**src/spi_adc_sample_capture_core_macros.svh**
```systemverilog
// ----------------------------------------------------------------------------
// SPI ADC sample capture assertion macros
// Concurrent assertion shorthands shared by the capture core.
// ----------------------------------------------------------------------------
`ifndef SPI_ADC_SAMPLE_CAPTURE_CORE_MACROS_SVH
`define SPI_ADC_SAMPLE_CAPTURE_CORE_MACROS_SVH

`ifndef SYNTHESIS
`define SASC_ASSERT_IMP(label, clk, rst, ante, cons) \
   label: assert property (@(posedge clk) disable iff (rst) (ante) |-> (cons)) \
      else $error("sasc assertion failed");
`define SASC_ASSERT_NXT(label, clk, rst, ante, cons) \
   label: assert property (@(posedge clk) disable iff (rst) (ante) |=> (cons)) \
      else $error("sasc assertion failed");
`else
`define SASC_ASSERT_IMP(label, clk, rst, ante, cons)
`define SASC_ASSERT_NXT(label, clk, rst, ante, cons)
`endif

`endif

```
**src/sasc_pkg.sv**
```systemverilog
// ----------------------------------------------------------------------------
// SPI ADC sample capture package
// Widths, register codes, reset values and shared structures.
// ----------------------------------------------------------------------------
package sasc_pkg;

   localparam int SAMPLE_BITS = 16;
   localparam int BIT_COUNT_W = $clog2(SAMPLE_BITS + 1);
   localparam int DATA_W      = 16;
   localparam int INDEX_W     = 8;
   localparam int CLOCK_W     = 32;
   localparam int HALF_W      = 16;
   localparam int CFG_DATA_W  = 32;

   localparam logic [HALF_W-1:0]  HALF_PERIOD_RESET   = 16'd300;
   localparam logic [DATA_W-1:0]  COMMAND_WORD_RESET  = 16'h8000;
   localparam logic [INDEX_W-1:0] FRAME_LENGTH_RESET  = 8'd245;
   localparam logic [CLOCK_W-1:0] TRIGGER_VALUE_RESET = 32'd7;

   typedef enum logic [1:0] {
      CSR_HALF_PERIOD,
      CSR_COMMAND_WORD,
      CSR_FRAME_LENGTH,
      CSR_TRIGGER_VALUE
   } csr_index_type;

   typedef struct packed {
      logic [HALF_W-1:0]  half_period;
      logic [DATA_W-1:0]  command_word;
      logic [INDEX_W-1:0] frame_length;
      logic [CLOCK_W-1:0] trigger_value;
   } cfg_type;

   typedef struct packed {
      logic               chip_select_n;
      logic               serial_clock;
      logic               mosi_level;
      logic               sample_valid;
      logic [DATA_W-1:0]  sample_value;
      logic [INDEX_W-1:0] sample_index;
      logic               frame_last;
   } result_type;

endpackage

```
**src/sasc_if.sv**
```systemverilog
// ----------------------------------------------------------------------------
// SPI ADC sample capture channels
// Valid/ready channels for tick words and result words.
// ----------------------------------------------------------------------------
interface sasc_req_if;
   import sasc_pkg::*;

   logic               valid;
   logic               ready;
   logic [CLOCK_W-1:0] clock_word;
   logic               miso;

   modport source (output valid, output clock_word, output miso, input ready);
   modport sink (input valid, input clock_word, input miso, output ready);
endinterface

interface sasc_rsp_if;
   import sasc_pkg::*;

   logic               valid;
   logic               ready;
   logic               chip_select_n;
   logic               serial_clock;
   logic               mosi_level;
   logic               sample_valid;
   logic [DATA_W-1:0]  sample_value;
   logic [INDEX_W-1:0] sample_index;
   logic               frame_last;

   modport source (output valid, output chip_select_n, output serial_clock,
                   output mosi_level, output sample_valid, output sample_value,
                   output sample_index, output frame_last, input ready);
   modport sink (input valid, input chip_select_n, input serial_clock,
                 input mosi_level, input sample_valid, input sample_value,
                 input sample_index, input frame_last, output ready);
endinterface

```
**src/spi_adc_sample_capture_core.sv**
```systemverilog
// ----------------------------------------------------------------------------
// SPI ADC sample capture core
// Tick-driven SPI master that converts on a sample clock trigger.
//
// Channel    Direction  Word
// req_chan   in         clock_word, miso: one tick of pin timing
// rsp_chan   out        pin levels and sample fields after that tick
// csr_*      in         register writes: index, data, write enable
//
// One word is accepted per cycle while the result register can take it.
// The result register sits between the sequencer and the result channel.
// A word is accepted while the result register is empty or being emptied.
// Reset is synchronous and returns to idle with chip select high.
// ----------------------------------------------------------------------------
`include "spi_adc_sample_capture_core_macros.svh"

module spi_adc_sample_capture_core (
   input  logic                            clock,
   input  logic                            reset,
   sasc_req_if.sink                        req_chan,
   sasc_rsp_if.source                      rsp_chan,
   input  logic                            csr_write_enable,
   input  sasc_pkg::csr_index_type         csr_index,
   input  logic [sasc_pkg::CFG_DATA_W-1:0] csr_write_data
);
   import sasc_pkg::*;

   cfg_type    cfg_ff;
   result_type result;
   result_type rsp_ff;
   logic       rsp_valid_ff;
   logic       accept;

   assign req_chan.ready = !rsp_valid_ff || rsp_chan.ready;
   assign accept         = req_chan.valid && req_chan.ready;

   always_ff @(posedge clock) begin
      if (reset) begin
         cfg_ff.half_period   <= HALF_PERIOD_RESET;
         cfg_ff.command_word  <= COMMAND_WORD_RESET;
         cfg_ff.frame_length  <= FRAME_LENGTH_RESET;
         cfg_ff.trigger_value <= TRIGGER_VALUE_RESET;
      end else if (csr_write_enable) begin
         case (csr_index)
            CSR_HALF_PERIOD:   cfg_ff.half_period   <= csr_write_data[HALF_W-1:0];
            CSR_COMMAND_WORD:  cfg_ff.command_word  <= csr_write_data[DATA_W-1:0];
            CSR_FRAME_LENGTH:  cfg_ff.frame_length  <= csr_write_data[INDEX_W-1:0];
            CSR_TRIGGER_VALUE: cfg_ff.trigger_value <= csr_write_data[CLOCK_W-1:0];
            default: begin
            end
         endcase
      end
   end

   sasc_engine u_engine (
      .clock      (clock),
      .reset      (reset),
      .advance    (accept),
      .clock_word (req_chan.clock_word),
      .miso       (req_chan.miso),
      .cfg        (cfg_ff),
      .result     (result)
   );

   always_ff @(posedge clock) begin
      if (reset) begin
         rsp_valid_ff <= 1'b0;
      end else if (accept) begin
         rsp_valid_ff <= 1'b1;
      end else if (rsp_chan.ready) begin
         rsp_valid_ff <= 1'b0;
      end
   end

   always_ff @(posedge clock) begin
      if (accept) begin
         rsp_ff <= result;
      end
   end

   assign rsp_chan.valid         = rsp_valid_ff;
   assign rsp_chan.chip_select_n = rsp_ff.chip_select_n;
   assign rsp_chan.serial_clock  = rsp_ff.serial_clock;
   assign rsp_chan.mosi_level    = rsp_ff.mosi_level;
   assign rsp_chan.sample_valid  = rsp_ff.sample_valid;
   assign rsp_chan.sample_value  = rsp_ff.sample_value;
   assign rsp_chan.sample_index  = rsp_ff.sample_index;
   assign rsp_chan.frame_last    = rsp_ff.frame_last;

   `SASC_ASSERT_NXT(a_word_gives_result, clock, reset, accept, rsp_chan.valid)
   `SASC_ASSERT_IMP(a_sample_with_cs_high, clock, reset, rsp_chan.valid && rsp_chan.sample_valid, rsp_chan.chip_select_n)
   `SASC_ASSERT_IMP(a_idle_clock_low, clock, reset, rsp_chan.valid && rsp_chan.chip_select_n, !rsp_chan.serial_clock)
   `SASC_ASSERT_IMP(a_no_sample_zero, clock, reset, rsp_chan.valid && !rsp_chan.sample_valid, rsp_chan.sample_value == '0 && rsp_chan.sample_index == '0 && !rsp_chan.frame_last)

endmodule

```
**src/sasc_engine.sv**
```systemverilog
// ----------------------------------------------------------------------------
// SPI ADC sample capture engine
// Bit-banged SPI sequencer state, advanced by one tick per accepted word.
// ----------------------------------------------------------------------------
module sasc_engine (
   input  logic                         clock,
   input  logic                         reset,
   input  logic                         advance,
   input  logic [sasc_pkg::CLOCK_W-1:0] clock_word,
   input  logic                         miso,
   input  sasc_pkg::cfg_type            cfg,
   output sasc_pkg::result_type         result
);
   import sasc_pkg::*;

   typedef enum logic [2:0] {
      PH_IDLE,
      PH_START_LOW,
      PH_START_HIGH,
      PH_BIT_LOW,
      PH_BIT_HIGH
   } phase_type;

   phase_type              phase_ff, phase_in;
   logic [HALF_W-1:0]      tick_ff, tick_in;
   logic [BIT_COUNT_W-1:0] bit_ff, bit_in, bit_next;
   logic [DATA_W-1:0]      cmd_ff, cmd_in;
   logic [DATA_W-1:0]      data_ff, data_in, data_next;
   logic [INDEX_W-1:0]     frame_ff, frame_in;
   logic                   cs_ff, cs_in;
   logic                   sclk_ff, sclk_in;
   logic                   mosi_ff, mosi_in;
   logic                   done;
   logic                   last;

   assign done      = tick_ff >= cfg.half_period;
   assign bit_next  = bit_ff + BIT_COUNT_W'(1);
   assign data_next = {data_ff[DATA_W-2:0], miso};
   assign last      = ({1'b0, frame_ff} + 9'd1) >= {1'b0, cfg.frame_length};

   always_comb begin
      phase_in = phase_ff;
      tick_in  = tick_ff;
      bit_in   = bit_ff;
      cmd_in   = cmd_ff;
      data_in  = data_ff;
      frame_in = frame_ff;
      cs_in    = cs_ff;
      sclk_in  = sclk_ff;
      mosi_in  = mosi_ff;
      result.sample_valid = 1'b0;
      result.sample_value = '0;
      result.sample_index = '0;
      result.frame_last   = 1'b0;
      case (phase_ff)
         PH_START_LOW, PH_BIT_LOW: begin
            if (done) begin
               sclk_in  = 1'b1;
               phase_in = (phase_ff == PH_START_LOW) ? PH_START_HIGH : PH_BIT_HIGH;
               tick_in  = HALF_W'(1);
            end else begin
               tick_in = tick_ff + HALF_W'(1);
            end
         end
         PH_START_HIGH: begin
            if (done) begin
               sclk_in  = 1'b0;
               mosi_in  = cmd_ff[DATA_W-1];
               cmd_in   = {cmd_ff[DATA_W-2:0], 1'b0};
               bit_in   = '0;
               phase_in = PH_BIT_LOW;
               tick_in  = HALF_W'(1);
            end else begin
               tick_in = tick_ff + HALF_W'(1);
            end
         end
         PH_BIT_HIGH: begin
            if (done) begin
               data_in = data_next;
               tick_in = HALF_W'(1);
               if (bit_next >= BIT_COUNT_W'(SAMPLE_BITS)) begin
                  sclk_in  = 1'b0;
                  cs_in    = 1'b1;
                  result.sample_valid = 1'b1;
                  result.sample_value = data_next;
                  result.sample_index = frame_ff;
                  result.frame_last   = last;
                  frame_in = last ? '0 : frame_ff + INDEX_W'(1);
                  bit_in   = '0;
                  tick_in  = '0;
                  phase_in = PH_IDLE;
               end else begin
                  bit_in   = bit_next;
                  sclk_in  = 1'b0;
                  mosi_in  = cmd_ff[DATA_W-1];
                  cmd_in   = {cmd_ff[DATA_W-2:0], 1'b0};
                  phase_in = PH_BIT_LOW;
               end
            end else begin
               tick_in = tick_ff + HALF_W'(1);
            end
         end
         default: begin
            phase_in = PH_IDLE;
            if (clock_word == cfg.trigger_value) begin
               cmd_in   = cfg.command_word;
               data_in  = '0;
               bit_in   = '0;
               cs_in    = 1'b0;
               sclk_in  = 1'b0;
               mosi_in  = 1'b1;
               phase_in = PH_START_LOW;
               tick_in  = HALF_W'(1);
            end
         end
      endcase
      result.chip_select_n = cs_in;
      result.serial_clock  = sclk_in;
      result.mosi_level    = mosi_in;
   end

   always_ff @(posedge clock) begin
      if (reset) begin
         phase_ff <= PH_IDLE;
         tick_ff  <= '0;
         bit_ff   <= '0;
         frame_ff <= '0;
         cs_ff    <= 1'b1;
         sclk_ff  <= 1'b0;
         mosi_ff  <= 1'b0;
      end else if (advance) begin
         phase_ff <= phase_in;
         tick_ff  <= tick_in;
         bit_ff   <= bit_in;
         frame_ff <= frame_in;
         cs_ff    <= cs_in;
         sclk_ff  <= sclk_in;
         mosi_ff  <= mosi_in;
      end
   end

   always_ff @(posedge clock) begin
      if (advance) begin
         cmd_ff  <= cmd_in;
         data_ff <= data_in;
      end
   end

endmodule

```
**src/flat_wrapper.sv**
```systemverilog
// flat-port wrapper written by rule: the top's interface ports become plain ports
module spi_adc_sample_capture_core_flat import sasc_pkg::*;
  (clock, reset, csr_write_enable, csr_index, csr_write_data, req_chan_valid, req_chan_clock_word, req_chan_miso, req_chan_ready, rsp_chan_valid, rsp_chan_chip_select_n, rsp_chan_serial_clock, rsp_chan_mosi_level, rsp_chan_sample_valid, rsp_chan_sample_value, rsp_chan_sample_index, rsp_chan_frame_last, rsp_chan_ready);
  sasc_req_if req_chan_i ();
  sasc_rsp_if rsp_chan_i ();
  input  logic clock;
  input  logic reset;
  input  logic csr_write_enable;
  input  sasc_pkg::csr_index_type csr_index;
  input  logic [sasc_pkg::CFG_DATA_W-1:0] csr_write_data;
  input wire logic [$bits(req_chan_i.valid)-1:0] req_chan_valid;
  input wire logic [$bits(req_chan_i.clock_word)-1:0] req_chan_clock_word;
  input wire logic [$bits(req_chan_i.miso)-1:0] req_chan_miso;
  output wire logic [$bits(req_chan_i.ready)-1:0] req_chan_ready;
  output wire logic [$bits(rsp_chan_i.valid)-1:0] rsp_chan_valid;
  output wire logic [$bits(rsp_chan_i.chip_select_n)-1:0] rsp_chan_chip_select_n;
  output wire logic [$bits(rsp_chan_i.serial_clock)-1:0] rsp_chan_serial_clock;
  output wire logic [$bits(rsp_chan_i.mosi_level)-1:0] rsp_chan_mosi_level;
  output wire logic [$bits(rsp_chan_i.sample_valid)-1:0] rsp_chan_sample_valid;
  output wire logic [$bits(rsp_chan_i.sample_value)-1:0] rsp_chan_sample_value;
  output wire logic [$bits(rsp_chan_i.sample_index)-1:0] rsp_chan_sample_index;
  output wire logic [$bits(rsp_chan_i.frame_last)-1:0] rsp_chan_frame_last;
  input wire logic [$bits(rsp_chan_i.ready)-1:0] rsp_chan_ready;
  assign req_chan_i.valid = req_chan_valid;
  assign req_chan_i.clock_word = req_chan_clock_word;
  assign req_chan_i.miso = req_chan_miso;
  assign req_chan_ready = req_chan_i.ready;
  assign rsp_chan_valid = rsp_chan_i.valid;
  assign rsp_chan_chip_select_n = rsp_chan_i.chip_select_n;
  assign rsp_chan_serial_clock = rsp_chan_i.serial_clock;
  assign rsp_chan_mosi_level = rsp_chan_i.mosi_level;
  assign rsp_chan_sample_valid = rsp_chan_i.sample_valid;
  assign rsp_chan_sample_value = rsp_chan_i.sample_value;
  assign rsp_chan_sample_index = rsp_chan_i.sample_index;
  assign rsp_chan_frame_last = rsp_chan_i.frame_last;
  assign rsp_chan_i.ready = rsp_chan_ready;
  spi_adc_sample_capture_core u_core (.clock(clock), .reset(reset), .req_chan(req_chan_i), .rsp_chan(rsp_chan_i), .csr_write_enable(csr_write_enable), .csr_index(csr_index), .csr_write_data(csr_write_data));
endmodule
```
**config.mk**
```make
export PLATFORM = sky130hd
export DESIGN_NAME = spi_adc_sample_capture_core_flat
export DESIGN_NICKNAME = d
export VERILOG_FILES = /design/src/sasc_pkg.sv /design/src/sasc_if.sv /design/src/spi_adc_sample_capture_core.sv /design/src/sasc_engine.sv /design/src/flat_wrapper.sv
export VERILOG_INCLUDE_DIRS = /design/src /design/src/src
export SDC_FILE = /design/constraint.sdc
export NUM_CORES = 1
export LEC_CHECK = 0
export ABC_AREA = 0
export BUFFER_PORTS_ARGS = -buffer_cell sky130_fd_sc_hd__buf_2
export CAP_MARGIN = 0
export CORE_MARGIN = 2
export CORE_UTILIZATION = 62
export DETAILED_ROUTE_END_ITERATION = 12
export PLACE_DENSITY = 0.85
export SYNTH_ARGS = -nofsm -noshare
export SYNTH_HDL_FRONTEND = slang
export SYNTH_SLANG_ARGS = --single-unit
```
**constraint.sdc**
```tcl
create_clock -name clock -period 6.01 [get_ports clock]
set_input_delay 0.3005 -clock clock [delete_from_list [all_inputs] [get_ports clock]]
set_output_delay 0.3005 -clock clock [all_outputs]
set_load 0.02 [all_outputs]
```
==> impl_metrics.csv <==
group,metric,value,unit
run_status,status,"completed",
sta,hold-worst-slack,106,ps
clock_tree,cts_setup_buffers,0,
grt,use_met2,0.446,
die,die-area,13400,um2
sta,finalSetupViolCount,0,
worst_hold_path,holdPathEnd,"u_core.cfg_ff[22]",
logic_synthesis,synth_top_area_share,0.280,
die,core-area,12100,um2
worst_hold_path,hold_start,"csr_write_data[22]",
critical_path,required,6050,ps
sta,worstMarginPinSlew,1270,ps
sta,slew_viol_final,0,
placed_design,gp_congestion,0.851,
grt,grt_pass1_vias,5883,
critical_path,critPathKind,"register to register",
sta,min_period,3540,ps
detailed_routing,vias,6235,
clock_tree,clock_latency,430,ps
finish,drive_gt1_frac,0.197,
critical_path,critical_path.cell_chain,"inv_1, ha_1, nand4_1, nor4_1, nor3b_2, nor3_1, buf_4, mux2i_1, nand3_1, nor2_1",
finish,n_antenna_cell,0,
finish,area_delta_synth_final,16.2,%
critical_path,end_kind,"register",
sta,clock-skew-final,6.56,ps
grt,grt_usage,0.271,
sta,grt_setup_unrepaired,"false",
critical_path,worstPathMaxFanout,16,
detailed_routing,drc_errors,0,
sta,hold_viol,0,
critical_path,reg2reg_to,"u_core.u_engine.cmd_ff[8]",
clock_tree,cts_made_buffers,17,
clock_tree,clk_path_buf_depth,2,
critical_path,startpoint,"u_core.cfg_ff[69]",
critical_path,r2r-start,"u_core.cfg_ff[69]",
grt,use_met1,0.358,
power,total_power,2.56,mW
grt,antenna_found_initial,0,
die,rows,40,
clock_tree,postCtsHoldBufs,0,
power,ir_worst_vdd,0.230,mV
grt,grt_max_degree,83,
logic_synthesis,synth_area_per_cell,9.57,um2
power,power_density,285,nW/um2
logic_synthesis,synth_edf_count,60,
detailed_routing,wl,17400,um
grt,gr-usage-met3,0.0570,
logic_synthesis,synth_area_leaders,"dfxtp_1 (28%), edfxtp_1 (23%), nand2_1 (8.0%)",
clock_tree,cts.sinks,168,
logic_synthesis,synth_area,7730,um2
flow_run,cap_violations,0,
sta,fin_crit_sh,0.589,
critical_path,cpPeakStageDelay,980,ps
detailed_routing,drtAntennaViolNets,0,
power,p_leak,3.52,nW
critical_path,reg2reg_slack,2470,ps
grt,grt_pass1_wl,28300,um
clock_tree,cts.root.buffer_cell,"clkbuf_16",
critical_path,critPathSlowestCell,"nor2_1",
logic_synthesis,ys_warn_count,0,
logic_synthesis,synth_cell_types,61,
detailed_routing,routedWlPerCell,16.1,um
logic_synthesis,ys.flop_type,"dfxtp_1",
logic_synthesis,synth_commonest_cells,"nand2_1 (164), dfxtp_1 (108), a21oi_1 (82), edfxtp_1 (60), xnor2_1 (48)",
sta,slew_headroom,0.147,
critical_path,crit_buf_inv,2,
logic_synthesis,async_flop_share,0,
clock_tree,ctsResizeCount,0,
logic_synthesis,synth.yosys.seq_area_share,0.513,
die,die_w,116,um
finish,nets,994,
logic_synthesis,synth-seq-cells,168,
detailed_routing,drt_iter0_drc,496,
detailed_routing,viasPerCell,5.79,
logic_synthesis,syn-num-nets,906,
logic_synthesis,synth_area_leader_cell,"dfxtp_1",
die,boundaryPins,103,
critical_path,critical_path.top_delay_family,"simple AND/OR/NAND/NOR gates",
sta,fmax,282,MHz
critical_path,cp.arrival,3580,ps
critical_path,startpoint_type,"register",
logic_synthesis,syn_inst,807,
critical_path,r2r.worst_path.cells,10,
die,initial_core_util,0.638,
clock_tree,cts.clk_slew.worst_paths,60,ps
placed_design,place_hpwl,11600,um
clock_tree,cts_tree,"built",
worst_hold_path,holdPathStages,3,
clock_tree,htreeDepth,4,
grt,top_usage_layer,"met2",
grt,grt_overflow,0,
worst_hold_path,hold_path.class,"primary input to register",
placed_design,port_buffers,102,
detailed_routing,dr.pass1.iters,5,
die,die_y,116,um
logic_synthesis,yosysMostFrequentCell,"nand2_1",
sta,fin_setup_tns,0,ps
==> worst register-to-register path, delay by kind of cell, from the launching register on <==
kind | cells | cell delay, ps
simple gates | 6 | 2100
flops | 1 | 330
fa+ha+maj | 1 | 290
buf+inv | 2 | 220
mux | 1 | 210
==> cells by family after synthesis <==
family / after synthesis / synth area share
AO/OA/AOI/OAI: 136 / 0.109
XOR/XNOR: 52 / 0.0589
AND/OR/NAND/NOR: 331 / 0.209
multiplexers: 18 / 0.0257
flip-flops: 168 / 0.513
buffers and inverters: 75 / 0.0403
adder cells (fa/ha/maj): 27 / 0.0437
==> worst max path at each step <==
stage | depth (start not counted) | to | slack, ps
final | 10 | u_core.u_engine.cmd_ff[8] | 2470
after global routing | 7 | u_core.u_engine.cmd_ff[3] | 2150
after CTS | 7 | u_core.u_engine.cmd_ff[7] | 2470
after detailed placement | 8 | u_core.u_engine.cmd_ff[6] | 2390
after global placement | 8 | u_core.u_engine.cmd_ff[7] | 2500
after floorplan | 6 | u_core.u_engine.data_ff[0] | 2630
==> power breakdown <==
| group | internal (mW) | switching [mW] | leakage, nW |
|---|---|---|---|
| Clock | 0.740 | 0.457 | 0.312 |
| Sequential | 1.20 | 0.0126 | 1.42 |
| Combinational | 0.0582 | 0.0942 | 1.79 |
==> area by class of cell <==
| cell class | instances | area [um2] |
|---|---|---|
| clock buffers | 17 | 425 |
| clock inverters | 15 | 223 |
| fillers | 862 | 3130 |
| inverters | 33 | 124 |
| multi-input cells | 564 | 3460 |
| flip-flops and latches | 168 | 3960 |
| well taps | 168 | 210 |
| repair buffers | 111 | 578 |
==> cell usage in the layout, fill, tap and decap left out, types with 3 or more instances in the layout <==
cell,netlist,layout
buf_2,3,102
o31ai_1,3,3
or2_2,3,3
nand2b_1,6,6
mux2_2,15,15
inv_6,0,4
nor2b_1,3,3
xnor2_1,48,48
edfxtp_1,60,60
xor2_1,4,4
a31oi_1,3,3
nor2_2,10,10
dfxtp_1,108,108
o211ai_1,11,11
nor4b_1,3,3
nor2_1,24,24
a21oi_1,82,82
and3_1,44,44
o21a_1,3,3
o21ai_0,10,10
o32ai_1,4,4
buf_4,1,9
nor3_1,11,11
nand2_1,164,164
clkbuf_16,0,17
nor4_1,6,6
nand3b_1,4,4
ha_1,27,27
mux2i_1,3,3
nand4_1,14,14
inv_1,33,33
or3_1,6,6
nand3_1,20,20
bufinv_16,0,5
==> flip-flops by register name, indices dropped and copies added, names as in the netlist <==
signal	flops
u_core.cfg_ff	72
u_core.rsp_chan.chip_select_n	1
u_core.rsp_chan.frame_last	1
u_core.rsp_chan.mosi_level	1
u_core.rsp_chan.sample_index	8
u_core.rsp_chan.sample_valid	1
u_core.rsp_chan.sample_value	16
u_core.rsp_chan.serial_clock	1
u_core.rsp_chan.valid	1
u_core.u_engine.bit_ff	5
u_core.u_engine.cmd_ff	16
u_core.u_engine.cs_ff	1
u_core.u_engine.data_ff	15
u_core.u_engine.frame_ff	8
u_core.u_engine.mosi_ff	1
u_core.u_engine.phase_ff	3
u_core.u_engine.sclk_ff	1
u_core.u_engine.tick_ff	16
==> routing by layer <==
metal  part of all wire  routed length [um]
met5                  0                   0
met4              0.019                 335
met3              0.066                1140
met2               0.49                8450
met1               0.43                7440
==> stage by stage <==
| step | area, um2 | setup slack [ps] | util | std cells |
|---|---|---|---|---|
| after floorplan | 7730 | 2630 | - | 807 |
| after global placement | 8330 | 2500 | 0.688 | 1044 |
| after detailed placement | 8330 | 2390 | 0.688 | 1044 |
| after CTS | 8980 | 2470 | 0.741 | 1076 |
| after global routing | 8980 | 2150 | 0.741 | 1076 |
| final | 8980 | 2470 | 0.741 | 1076 |
(Power assumes the default switching activity.)
